--- src/sv/msg_pkg.sv ---
// ----------------------------------------------------------------------------
// msg_pkg: shared types, constants and helpers of the tile geometry unit
// Holds the configuration record, placement codes, divider step function and
// the stack extent functions used by several pipeline stages.
// ----------------------------------------------------------------------------
package msg_pkg;

    localparam int MAX_TILES  = 256;
    localparam int BORDER_PX  = 1;
    localparam int MIN_TILE_W = 100;

    localparam int CNT_W   = 9;     // tile_count width
    localparam int IDX_W   = 8;     // tile_index width
    localparam int COORD_W = 18;    // result width
    localparam int DIV_W   = 8;     // divisor width, count - 1
    localparam int QUO_W   = 16;    // magnitude of the stack extent
    localparam int DIV_STEPS_PER_STAGE = 4;
    localparam int DIV_STAGES = QUO_W / DIV_STEPS_PER_STAGE;
    localparam int CFG_IDX_W  = 3;
    localparam int CFG_DATA_W = 15;

    localparam logic signed [COORD_W-1:0] B2 = COORD_W'(2 * BORDER_PX);

    typedef logic signed [COORD_W-1:0] coord_t;

    typedef enum logic [1:0] {
        PL_SINGLE   = 2'd0,
        PL_MASTER   = 2'd1,
        PL_STACK    = 2'd2,
        PL_FALLBACK = 2'd3
    } placement_t;

    typedef enum logic [1:0] {
        SP_LEFT   = 2'd0,
        SP_BOTTOM = 2'd1,
        SP_RIGHT  = 2'd2
    } stack_pos_t;

    typedef enum logic [CFG_IDX_W-1:0] {
        CFG_SCREEN_X       = 3'd0,
        CFG_SCREEN_Y       = 3'd1,
        CFG_SCREEN_W       = 3'd2,
        CFG_SCREEN_H       = 3'd3,
        CFG_BAR_H          = 3'd4,
        CFG_MASTER_SIZE    = 3'd5,
        CFG_STACK_POS      = 3'd6,
        CFG_STACK_VERTICAL = 3'd7
    } cfg_idx_t;

    typedef struct packed {
        logic [14:0] screen_x;
        logic [14:0] screen_y;
        logic [14:0] screen_w;
        logic [14:0] screen_h;
        logic [9:0]  bar_h;
        logic [14:0] master_size;
        stack_pos_t  stack_pos;
        logic        stack_vertical;
    } cfg_t;

    // Request state while the stack extent is divided by count - 1
    typedef struct packed {
        logic [CNT_W-1:0] n;
        logic [IDX_W-1:0] idx;
        logic             neg;
        logic [DIV_W-1:0] d;
        logic [DIV_W-1:0] rem;
        logic [QUO_W-1:0] dq;    // dividend bits shift out, quotient bits in
    } div_t;

    typedef struct packed {
        logic [CNT_W-1:0] n;
        logic [IDX_W-1:0] idx;
        coord_t           th;
        coord_t           tw;
        coord_t           prod;
        logic             tile_ok;
    } geo_t;

    function automatic coord_t ext15(input logic [14:0] v);
        ext15 = $signed({3'b000, v});
    endfunction

    function automatic coord_t stack_w(input cfg_t c);
        if (c.stack_pos == SP_BOTTOM)
            stack_w = ext15(c.screen_w);
        else
            stack_w = ext15(c.screen_w) - ext15(c.master_size);
    endfunction

    function automatic coord_t stack_h(input cfg_t c);
        coord_t bh;
        bh = $signed({8'b0, c.bar_h});
        if (c.stack_pos == SP_BOTTOM)
            stack_h = ext15(c.screen_h) - bh - ext15(c.master_size);
        else
            stack_h = ext15(c.screen_h) - bh;
    endfunction

    // One restoring division step
    function automatic div_t div_step(input div_t s);
        div_t             r;
        logic [DIV_W:0]   trial;
        r = s;
        trial = {s.rem, s.dq[QUO_W-1]};
        if (trial >= {1'b0, s.d})
        begin
            trial = trial - {1'b0, s.d};
            r.dq  = {s.dq[QUO_W-2:0], 1'b1};
        end
        else
        begin
            r.dq  = {s.dq[QUO_W-2:0], 1'b0};
        end
        r.rem = trial[DIV_W-1:0];
        div_step = r;
    endfunction

endpackage

--- src/sv/msg_req_if.sv ---
// ----------------------------------------------------------------------------
// msg_req_if: request channel of the tile geometry unit
// Carries one tile count and window index per request.
// ----------------------------------------------------------------------------
interface msg_req_if;
    logic       valid;
    logic       ready;
    logic [8:0] tile_count;
    logic [7:0] tile_index;

    modport source (output valid, output tile_count, output tile_index, input ready);
    modport sink   (input valid, input tile_count, input tile_index, output ready);
endinterface

--- src/sv/msg_rsp_if.sv ---
// ----------------------------------------------------------------------------
// msg_rsp_if: response channel of the tile geometry unit
// Carries the window rectangle and its placement kind.
// ----------------------------------------------------------------------------
interface msg_rsp_if;
    logic               valid;
    logic               ready;
    logic signed [17:0] pos_x;
    logic signed [17:0] pos_y;
    logic signed [17:0] size_w;
    logic signed [17:0] size_h;
    logic [1:0]         placement;

    modport source (output valid, output pos_x, output pos_y, output size_w,
                    output size_h, output placement, input ready);
    modport sink   (input valid, input pos_x, input pos_y, input size_w,
                    input size_h, input placement, output ready);
endinterface

--- src/sv/master_stack_tile_geometry_unit.sv ---
// ----------------------------------------------------------------------------
// master_stack_tile_geometry_unit: master/stack window rectangle generator
// Returns x, y, width, height and placement kind for one tiled window.
// ----------------------------------------------------------------------------
// Usage:
//   req carries tile_count and tile_index; rsp returns one rectangle per
//   request, in request order. Screen geometry, bar height, master size
//   and stack layout are loaded through cfg_wr_en/cfg_index/cfg_data and
//   may only change while no request is in flight.
//   A request passes one entry stage, four divider stages of four quotient
//   bits each (stack extent / count - 1), one multiply stage and the
//   output register.
//   One request per cycle is taken while the response side keeps up.
//   When rsp is stalled with a response waiting, the whole pipeline holds
//   and req.ready drops; nothing is lost or repeated.
//   Reset clears all valid bits and loads the default 1920x1080 layout with
//   a 20 pixel bar, 1152 pixel master and a vertical stack on the right.
// ----------------------------------------------------------------------------
module master_stack_tile_geometry_unit
    import msg_pkg::*;
(
    input  logic                  clk,
    input  logic                  rst_n,
    msg_req_if.sink               req,
    msg_rsp_if.source             rsp,
    input  logic                  cfg_wr_en,
    input  logic [CFG_IDX_W-1:0]  cfg_index,
    input  logic [CFG_DATA_W-1:0] cfg_data
);

    cfg_t       cfg_reg;
    cfg_t       cfg_next;
    logic       adv;
    logic       dv [DIV_STAGES+1];
    div_t       dd [DIV_STAGES+1];
    coord_t     px, py, sw, sh;
    placement_t pl;
    logic       out_valid;

    always_comb
    begin
        cfg_next = cfg_reg;
        if (cfg_wr_en)
        begin
            case (cfg_idx_t'(cfg_index))
                CFG_SCREEN_X:       cfg_next.screen_x    = cfg_data;
                CFG_SCREEN_Y:       cfg_next.screen_y    = cfg_data;
                CFG_SCREEN_W:       cfg_next.screen_w    = cfg_data;
                CFG_SCREEN_H:       cfg_next.screen_h    = cfg_data;
                CFG_BAR_H:          cfg_next.bar_h       = cfg_data[9:0];
                CFG_MASTER_SIZE:    cfg_next.master_size = cfg_data;
                CFG_STACK_POS:
                begin
                    // the unused code acts as right
                    if (cfg_data[1:0] == 2'b11)
                        cfg_next.stack_pos = SP_RIGHT;
                    else
                        cfg_next.stack_pos = stack_pos_t'(cfg_data[1:0]);
                end
                CFG_STACK_VERTICAL: cfg_next.stack_vertical = cfg_data[0];
                default:            cfg_next = cfg_reg;
            endcase
        end
    end

    always_ff @(posedge clk or negedge rst_n)
    begin
        if (!rst_n)
        begin
            cfg_reg.screen_x       <= 15'd0;
            cfg_reg.screen_y       <= 15'd0;
            cfg_reg.screen_w       <= 15'd1920;
            cfg_reg.screen_h       <= 15'd1080;
            cfg_reg.bar_h          <= 10'd20;
            cfg_reg.master_size    <= 15'd1152;
            cfg_reg.stack_pos      <= SP_RIGHT;
            cfg_reg.stack_vertical <= 1'b1;
        end
        else
        begin
            cfg_reg <= cfg_next;
        end
    end

    // advance everything unless a response waits on a stalled receiver
    assign adv       = !out_valid || rsp.ready;
    assign req.ready = adv;

    msg_prep u_prep (
        .clk       (clk),
        .rst_n     (rst_n),
        .adv       (adv),
        .cfg       (cfg_reg),
        .in_valid  (req.valid),
        .in_count  (req.tile_count),
        .in_index  (req.tile_index),
        .out_valid (dv[0]),
        .out_data  (dd[0])
    );

    for (genvar g = 0; g < DIV_STAGES; g++)
    begin : g_div
        msg_div_stage u_div (
            .clk       (clk),
            .rst_n     (rst_n),
            .adv       (adv),
            .in_valid  (dv[g]),
            .in_data   (dd[g]),
            .out_valid (dv[g+1]),
            .out_data  (dd[g+1])
        );
    end

    msg_place u_place (
        .clk       (clk),
        .rst_n     (rst_n),
        .adv       (adv),
        .cfg       (cfg_reg),
        .in_valid  (dv[DIV_STAGES]),
        .in_data   (dd[DIV_STAGES]),
        .out_valid (out_valid),
        .pos_x     (px),
        .pos_y     (py),
        .size_w    (sw),
        .size_h    (sh),
        .placement (pl)
    );

    assign rsp.valid     = out_valid;
    assign rsp.pos_x     = px;
    assign rsp.pos_y     = py;
    assign rsp.size_w    = sw;
    assign rsp.size_h    = sh;
    assign rsp.placement = pl;

endmodule

--- src/sv/msg_prep.sv ---
// ----------------------------------------------------------------------------
// msg_prep: entry stage
// Clamps the tile count, picks the stack extent to split and loads the
// divider with its magnitude and the divisor count - 1.
// ----------------------------------------------------------------------------
module msg_prep
    import msg_pkg::*;
(
    input  logic             clk,
    input  logic             rst_n,
    input  logic             adv,
    input  cfg_t             cfg,
    input  logic             in_valid,
    input  logic [CNT_W-1:0] in_count,
    input  logic [IDX_W-1:0] in_index,
    output logic             out_valid,
    output div_t             out_data
);

    logic             valid_reg;
    div_t             data_reg;
    div_t             data_next;
    logic [CNT_W-1:0] n_cl;
    coord_t           ext;
    coord_t           mag;

    always_comb
    begin
        if (in_count > CNT_W'(MAX_TILES))
            n_cl = CNT_W'(MAX_TILES);
        else
            n_cl = in_count;

        ext = cfg.stack_vertical ? stack_h(cfg) : stack_w(cfg);
        mag = ext[COORD_W-1] ? -ext : ext;

        data_next.n   = n_cl;
        data_next.idx = in_index;
        data_next.neg = ext[COORD_W-1];
        // count of one or zero keeps the full extent: divide by one
        data_next.d   = (n_cl > CNT_W'(1)) ? DIV_W'(n_cl - CNT_W'(1)) : DIV_W'(1);
        data_next.rem = '0;
        data_next.dq  = mag[QUO_W-1:0];
    end

    always_ff @(posedge clk or negedge rst_n)
    begin
        if (!rst_n)
            valid_reg <= 1'b0;
        else if (adv)
            valid_reg <= in_valid;
    end

    always_ff @(posedge clk)
    begin
        if (adv)
            data_reg <= data_next;
    end

    assign out_valid = valid_reg;
    assign out_data  = data_reg;

endmodule

--- src/sv/msg_div_stage.sv ---
// ----------------------------------------------------------------------------
// msg_div_stage: one stage of the pipelined divider
// Runs a few restoring division steps and registers the partial result.
// ----------------------------------------------------------------------------
module msg_div_stage
    import msg_pkg::*;
(
    input  logic clk,
    input  logic rst_n,
    input  logic adv,
    input  logic in_valid,
    input  div_t in_data,
    output logic out_valid,
    output div_t out_data
);

    logic valid_reg;
    div_t data_reg;
    div_t data_next;

    always_comb
    begin
        data_next = in_data;
        for (int k = 0; k < DIV_STEPS_PER_STAGE; k++)
            data_next = div_step(data_next);
    end

    always_ff @(posedge clk or negedge rst_n)
    begin
        if (!rst_n)
            valid_reg <= 1'b0;
        else if (adv)
            valid_reg <= in_valid;
    end

    always_ff @(posedge clk)
    begin
        if (adv)
            data_reg <= data_next;
    end

    assign out_valid = valid_reg;
    assign out_data  = data_reg;

endmodule

--- src/sv/msg_place.sv ---
// ----------------------------------------------------------------------------
// msg_place: tile size, offset product and final placement
// First stage signs the quotient, decides tile or fallback and multiplies
// the tile size by the stack position; second stage forms the rectangle
// into the output register.
// ----------------------------------------------------------------------------
module msg_place
    import msg_pkg::*;
(
    input  logic       clk,
    input  logic       rst_n,
    input  logic       adv,
    input  cfg_t       cfg,
    input  logic       in_valid,
    input  div_t       in_data,
    output logic       out_valid,
    output coord_t     pos_x,
    output coord_t     pos_y,
    output coord_t     size_w,
    output coord_t     size_h,
    output placement_t placement
);

    // stage A
    logic             geo_valid_reg;
    geo_t             geo_reg;
    geo_t             geo_next;
    coord_t           tq;
    logic [IDX_W-1:0] im1;
    logic [COORD_W+IDX_W-1:0] prod_full;

    // stage B
    logic       out_valid_reg;
    coord_t     x_reg, y_reg, w_reg, h_reg;
    coord_t     x_next, y_next, w_next, h_next;
    placement_t place_reg, place_next;

    coord_t sx, sy, sw, sh, bh, ms, stw, sth;
    logic   last;

    always_comb
    begin
        tq  = in_data.neg ? -$signed({2'b00, in_data.dq}) : $signed({2'b00, in_data.dq});
        im1 = in_data.idx - IDX_W'(1);
        prod_full = (COORD_W+IDX_W)'(unsigned'(tq)) * (COORD_W+IDX_W)'(im1);

        geo_next.n    = in_data.n;
        geo_next.idx  = in_data.idx;
        geo_next.th   = cfg.stack_vertical ? tq : stack_h(cfg);
        geo_next.tw   = cfg.stack_vertical ? stack_w(cfg) : tq;
        geo_next.prod = $signed(prod_full[COORD_W-1:0]);
        if (cfg.stack_vertical)
            geo_next.tile_ok = (tq > $signed({8'b0, cfg.bar_h}));
        else
            geo_next.tile_ok = (tq > COORD_W'(MIN_TILE_W));
    end

    always_ff @(posedge clk or negedge rst_n)
    begin
        if (!rst_n)
            geo_valid_reg <= 1'b0;
        else if (adv)
            geo_valid_reg <= in_valid;
    end

    always_ff @(posedge clk)
    begin
        if (adv)
            geo_reg <= geo_next;
    end

    always_comb
    begin
        sx  = ext15(cfg.screen_x);
        sy  = ext15(cfg.screen_y);
        sw  = ext15(cfg.screen_w);
        sh  = ext15(cfg.screen_h);
        bh  = $signed({8'b0, cfg.bar_h});
        ms  = ext15(cfg.master_size);
        stw = stack_w(cfg);
        sth = stack_h(cfg);
        last = ({1'b0, geo_reg.idx} + CNT_W'(1)) == geo_reg.n;

        x_next = sx;
        y_next = sy + bh;
        w_next = sw - B2;
        h_next = sh - B2 - bh;
        place_next = PL_SINGLE;

        if (geo_reg.n == CNT_W'(1))
        begin
            place_next = PL_SINGLE;
        end
        else if (geo_reg.idx == '0)
        begin
            place_next = PL_MASTER;
            if (cfg.stack_pos == SP_BOTTOM)
            begin
                w_next = sw - B2;
                h_next = ms - B2;
            end
            else
            begin
                if (cfg.stack_pos == SP_LEFT)
                    x_next = sx + stw;
                w_next = ms - B2;
                h_next = sh - bh - B2;
            end
        end
        else if (geo_reg.tile_ok)
        begin
            place_next = PL_STACK;
            w_next = geo_reg.tw - B2;
            h_next = geo_reg.th - B2;
            if (cfg.stack_vertical)
            begin
                if (cfg.stack_pos == SP_LEFT || cfg.stack_pos == SP_BOTTOM)
                    x_next = sx;
                else
                    x_next = sx + ms;
                y_next = sy + geo_reg.prod + bh;
                if (cfg.stack_pos == SP_BOTTOM)
                    y_next = y_next + ms;
                // last tile runs down to the screen bottom
                if (last)
                    h_next = sh - y_next - B2;
            end
            else
            begin
                x_next = sx + geo_reg.prod;
                if (cfg.stack_pos != SP_LEFT && cfg.stack_pos != SP_BOTTOM)
                    x_next = x_next + ms;
                y_next = sy + bh;
                if (cfg.stack_pos == SP_BOTTOM)
                    y_next = y_next + ms;
                // last tile runs to the stack's right edge
                if (last)
                begin
                    if (cfg.stack_pos == SP_LEFT)
                        w_next = sx + stw - x_next - B2;
                    else
                        w_next = sw - x_next - B2;
                end
            end
        end
        else
        begin
            place_next = PL_FALLBACK;
            w_next = stw - B2;
            h_next = sth - B2;
            case (cfg.stack_pos)
                SP_LEFT:
                begin
                    x_next = sx;
                    y_next = sy + bh;
                end
                SP_BOTTOM:
                begin
                    // bar height left out here
                    x_next = sx;
                    y_next = sy + ms;
                end
                default:
                begin
                    x_next = sx + ms;
                    y_next = sy + bh;
                end
            endcase
        end
    end

    always_ff @(posedge clk or negedge rst_n)
    begin
        if (!rst_n)
            out_valid_reg <= 1'b0;
        else if (adv)
            out_valid_reg <= geo_valid_reg;
    end

    always_ff @(posedge clk)
    begin
        if (adv)
        begin
            x_reg     <= x_next;
            y_reg     <= y_next;
            w_reg     <= w_next;
            h_reg     <= h_next;
            place_reg <= place_next;
        end
    end

    assign out_valid = out_valid_reg;
    assign pos_x     = x_reg;
    assign pos_y     = y_reg;
    assign size_w    = w_reg;
    assign size_h    = h_reg;
    assign placement = place_reg;

endmodule

--- src/flat_wrapper.sv ---
// flat-port wrapper written by rule: the top's interface ports become plain ports
module master_stack_tile_geometry_unit_flat import msg_pkg::*;
  (clk, rst_n, cfg_wr_en, cfg_index, cfg_data, req_valid, req_tile_count, req_tile_index, req_ready, rsp_valid, rsp_pos_x, rsp_pos_y, rsp_size_w, rsp_size_h, rsp_placement, rsp_ready);
  msg_req_if req_i ();
  msg_rsp_if rsp_i ();
  input  logic clk;
  input  logic rst_n;
  input  logic cfg_wr_en;
  input  logic [CFG_IDX_W-1:0] cfg_index;
  input  logic [CFG_DATA_W-1:0] cfg_data;
  input wire logic [$bits(req_i.valid)-1:0] req_valid;
  input wire logic [$bits(req_i.tile_count)-1:0] req_tile_count;
  input wire logic [$bits(req_i.tile_index)-1:0] req_tile_index;
  output wire logic [$bits(req_i.ready)-1:0] req_ready;
  output wire logic [$bits(rsp_i.valid)-1:0] rsp_valid;
  output wire logic [$bits(rsp_i.pos_x)-1:0] rsp_pos_x;
  output wire logic [$bits(rsp_i.pos_y)-1:0] rsp_pos_y;
  output wire logic [$bits(rsp_i.size_w)-1:0] rsp_size_w;
  output wire logic [$bits(rsp_i.size_h)-1:0] rsp_size_h;
  output wire logic [$bits(rsp_i.placement)-1:0] rsp_placement;
  input wire logic [$bits(rsp_i.ready)-1:0] rsp_ready;
  assign req_i.valid = req_valid;
  assign req_i.tile_count = req_tile_count;
  assign req_i.tile_index = req_tile_index;
  assign req_ready = req_i.ready;
  assign rsp_valid = rsp_i.valid;
  assign rsp_pos_x = rsp_i.pos_x;
  assign rsp_pos_y = rsp_i.pos_y;
  assign rsp_size_w = rsp_i.size_w;
  assign rsp_size_h = rsp_i.size_h;
  assign rsp_placement = rsp_i.placement;
  assign rsp_i.ready = rsp_ready;
  master_stack_tile_geometry_unit u_core (.clk(clk), .rst_n(rst_n), .req(req_i), .rsp(rsp_i), .cfg_wr_en(cfg_wr_en), .cfg_index(cfg_index), .cfg_data(cfg_data));
endmodule
--- config.mk ---
export PLATFORM = sky130hd
export DESIGN_NAME = master_stack_tile_geometry_unit_flat
export DESIGN_NICKNAME = d
export VERILOG_FILES = /design/src/sv/msg_pkg.sv /design/src/sv/msg_req_if.sv /design/src/sv/msg_rsp_if.sv /design/src/sv/master_stack_tile_geometry_unit.sv /design/src/sv/msg_prep.sv /design/src/sv/msg_div_stage.sv /design/src/sv/msg_place.sv /design/src/flat_wrapper.sv
export SDC_FILE = /design/constraint.sdc
export NUM_CORES = 2
export LEC_CHECK = 0
export ABC_AREA = 0
export BUFFER_PORTS_ARGS = -buffer_cell sky130_fd_sc_hd__buf_2
export CORE_ASPECT_RATIO = 0.7
export CORE_UTILIZATION = 54
export CTS_CLUSTER_DIAMETER = 40
export DETAILED_ROUTE_END_ITERATION = 7
export MAX_ROUTING_LAYER = met4
export PLACE_DENSITY = 0.73
export SLEW_MARGIN = 30
export SYNTH_ARGS = -nofsm -noshare
export SYNTH_HDL_FRONTEND = slang
export SYNTH_SLANG_ARGS = --single-unit
--- constraint.sdc ---
create_clock -name clk -period 15.7 [get_ports clk]
set_input_delay 3.14 -clock clk [delete_from_list [all_inputs] [get_ports clk]]
set_output_delay 3.14 -clock clk [all_outputs]
set_load 0.1 [all_outputs]
==> results.md <==
- Grt ovf: 0
- Per-cell routed wire length: around 24 microns
- CP endpoint kind: flop
- Unrepaired setup endpoints after global routing: no
- Number of failing hold endpoints at the final stage: 0
- Post-synthesis sequential area ratio: 31.6%
- Via Count: about 37k
- Asr flop ratio synth: between 20 and 25%
- Mean Syn Cell Area: 9.27 sq um
- Worst min path class: flop to flop
- Die area: 80600 sq um
- Post-CTS Resized: 0
- Vias per inst: 6.23
- Slew @ Worst Pin: 1.06 ns
- Non-Filler Instances: 5886
- DRC Markers: 0
- Post-route ant nets: 0
- Outcome: completed
- Pin count of the biggest net entering global routing: 174
- Cell seen most often among critical-path stages: o21ai_0
- Most used flip-flop cell after synthesis: edfxtp_1
- Fmax: 95.1 MHz
- Clock-pin slew on the worst setup and hold paths: 0.06 ns
- Fin crit share: 67.0%
- Clk_skew: 0.0291 ns
- Number of global-route vias before repair: 33.7k
- # setup viols final: 0
- Clock root buffer: clkbuf_16
- Num ports: 116
- CTS Sinks: about 470
- Ranking of synthesized cells by area: edfxtp_1, ha_1, xnor2_1
- Crit Path Max Fanout: 12
- Max-slew headroom: 27.1%
- CTS Buf Count: 69
- Port bufs: around 120
- Fin nets: 5374
- CTS tree: built
- Share of the synthesized area in the top cell type: 26.0%
- H-tree lvl count: 3
- Flop and latch count out of synthesis: 467
- Cells after DPL: 5752
- Syn Nets: roughly 5.2k
- Hpwl dp: 109 mm
- Max Root-Sink Buffers: 3
- Initial Util: 54.6%
- Overall Global Routing Usage: approximately a third
- Iter 0 DRT Violations: 4533
- Maximum capacitance violations: 0
- FF/Latch Area: between 10000 and 15000 sq um
- WP data arrival: roughly 11 ns
- Min Tclk post-route: 10.51 ns
- Antenna violations before repair: 9
- Worst path required time: 16.08 ns
- Core area: 78700 sq um
- First-pass GRT wire length: roughly 210 mm
- Cts hold-fix bufs: 0
- Post-Synthesis Cells: 4631
- Area leader, netlist: edfxtp_1
- Syn-to-layout area delta: 10.7%
- Detailed-route wire length: between 100 and 150 mm
- Post-Syn Area: 42900 sq um
- Setup TNS Final: 0 ns
- Clk_lat worst skew: 0.65 ns
- Max FFs per register: 184
- Num rows: 86
- Critical path class: flop to flop
- Max Transition Viols Final: 0
- Delay of the slowest cell on the worst path: 0.62 ns
- Layout cells sized above 1: between 10% and 20%
- Setup Fix Bufs, Post-CTS: 0
- TritonRoute pass-1 iters: 6
- RD Place Congestion: 1.04
- Fillers: 6696
- Die Ht: 238 microns
- Post-synth EDFFs: 372
- Die X: between 300 and 400 microns
- Hold_ws: 0.412 ns
- Slowest CP cell: or4_1
- Multi-input logic area: ~27000 sq um
- Final cell utilization of the core: 60.4%
- Synth unique cells: 110
- Synth Warn #: 0
- Crit start category: flop
critical path: cells and delay by family, from the launching register on:
kind	cells	cell delay [ns]
fa+ha+maj	4	1.22
buf+inv	6	1.04
flops	1	0.47
compound gates	28	5.90
simple gates	7	1.32
mux	1	0.31
layout by cell type (no fill, tap or decap), types with 129 or more instances in the layout:
cell,count
a21oi_1,279
edfxtp_1,372
ha_1,453
inv_1,435
mux2_2,129
nand2_1,359
nor2_1,404
o21ai_0,276
xnor2_1,257
xor2_1,137
kinds of logic after synthesis:
family                     after synthesis  share of synthesized area (%)
and+or+nand+nor                       1296                           14.3
DFF                                    467                           31.6
muxes                                  190                           4.97
buffers and inverters                  569                           5.01
xor gates and xnor gates               399                           8.21
AOI/OAI and AO/OA                     1145                           17.5
adders and majority gates              565                           18.4
per-layer routing:
layer	vias up	part of all wire, %	routed length [microns]	track usage (%)
met5	-	0	0	-
met4	0	2.1	2880	7.50
met3	212	14	19300	11.7
met2	1909	38	52800	45.2
met1	17600	46	64000	52.1
li1	17000	-	-	-
metrics by stage:
stage	area (sq um)	setup WS, ns
floorplan	42900	4.18
global placement	45000	5.41
detailed placement	45000	5.33
CTS	47400	5.24
global route	47500	4.13
finish	47500	5.19
worst paths after layout:
path	end	slack (ns)	start	depth (start not counted)
max in group asynchronous	u_core.cfg_reg[26]$_DFFE_PN0P_	11.90	rst_n	2
min in group asynchronous	u_core.cfg_reg[62]$_DFFE_PN0P_	2.54	rst_n	1
worst max-delay path	u_core.g_div[2].u_div.out_data[22]$_DFFE_PP_	5.19	u_core.g_div[1].u_div.out_data[25]$_DFFE_PP_	46
worst min-delay path	u_core.g_div[2].u_div.out_data[7]$_DFFE_PP_	0.41	u_core.g_div[1].u_div.out_data[3]$_DFFE_PP_	0
worst max register to register	u_core.g_div[2].u_div.out_data[22]$_DFFE_PP_	5.19	u_core.g_div[1].u_div.out_data[25]$_DFFE_PP_	46
worst min register to register	u_core.g_div[2].u_div.out_data[7]$_DFFE_PP_	0.41	u_core.g_div[1].u_div.out_data[3]$_DFFE_PP_	0
Yosys cell counts, types with 34 or more instances:
cell type / instances
a211oi_1: 47
a21boi_0: 34
a21o_1: 87
a21oi_1: 281
a31oi_1: 36
clkbuf_1: 97
dfrtp_1: 81
edfxtp_1: 372
fa_1: 112
ha_1: 453
inv_1: 435
mux2_2: 129
mux2i_1: 50
nand2_1: 360
nand2b_1: 53
nand3_1: 85
nand4_1: 36
nor2_1: 405
nor2b_1: 63
nor3_1: 104
o211ai_1: 59
o21a_1: 49
o21ai_0: 276
xnor2_1: 257
xor2_1: 140
final cells by class:
class                           instances  area share, %
Clock inverter                         50           1.36
Inverter                              448           3.54
Multi-Input combinational cell       3595           57.5
Timing Repair Buffer                  188           2.44
Clock buffer                           77           3.83
Tap cell                             1056           2.78
Antenna cell                            5         0.0263
Sequential cell                       467           28.5
Power is not shown: default switching activity piles up to over one toggle a cycle in this logic, so the estimate is an artifact.
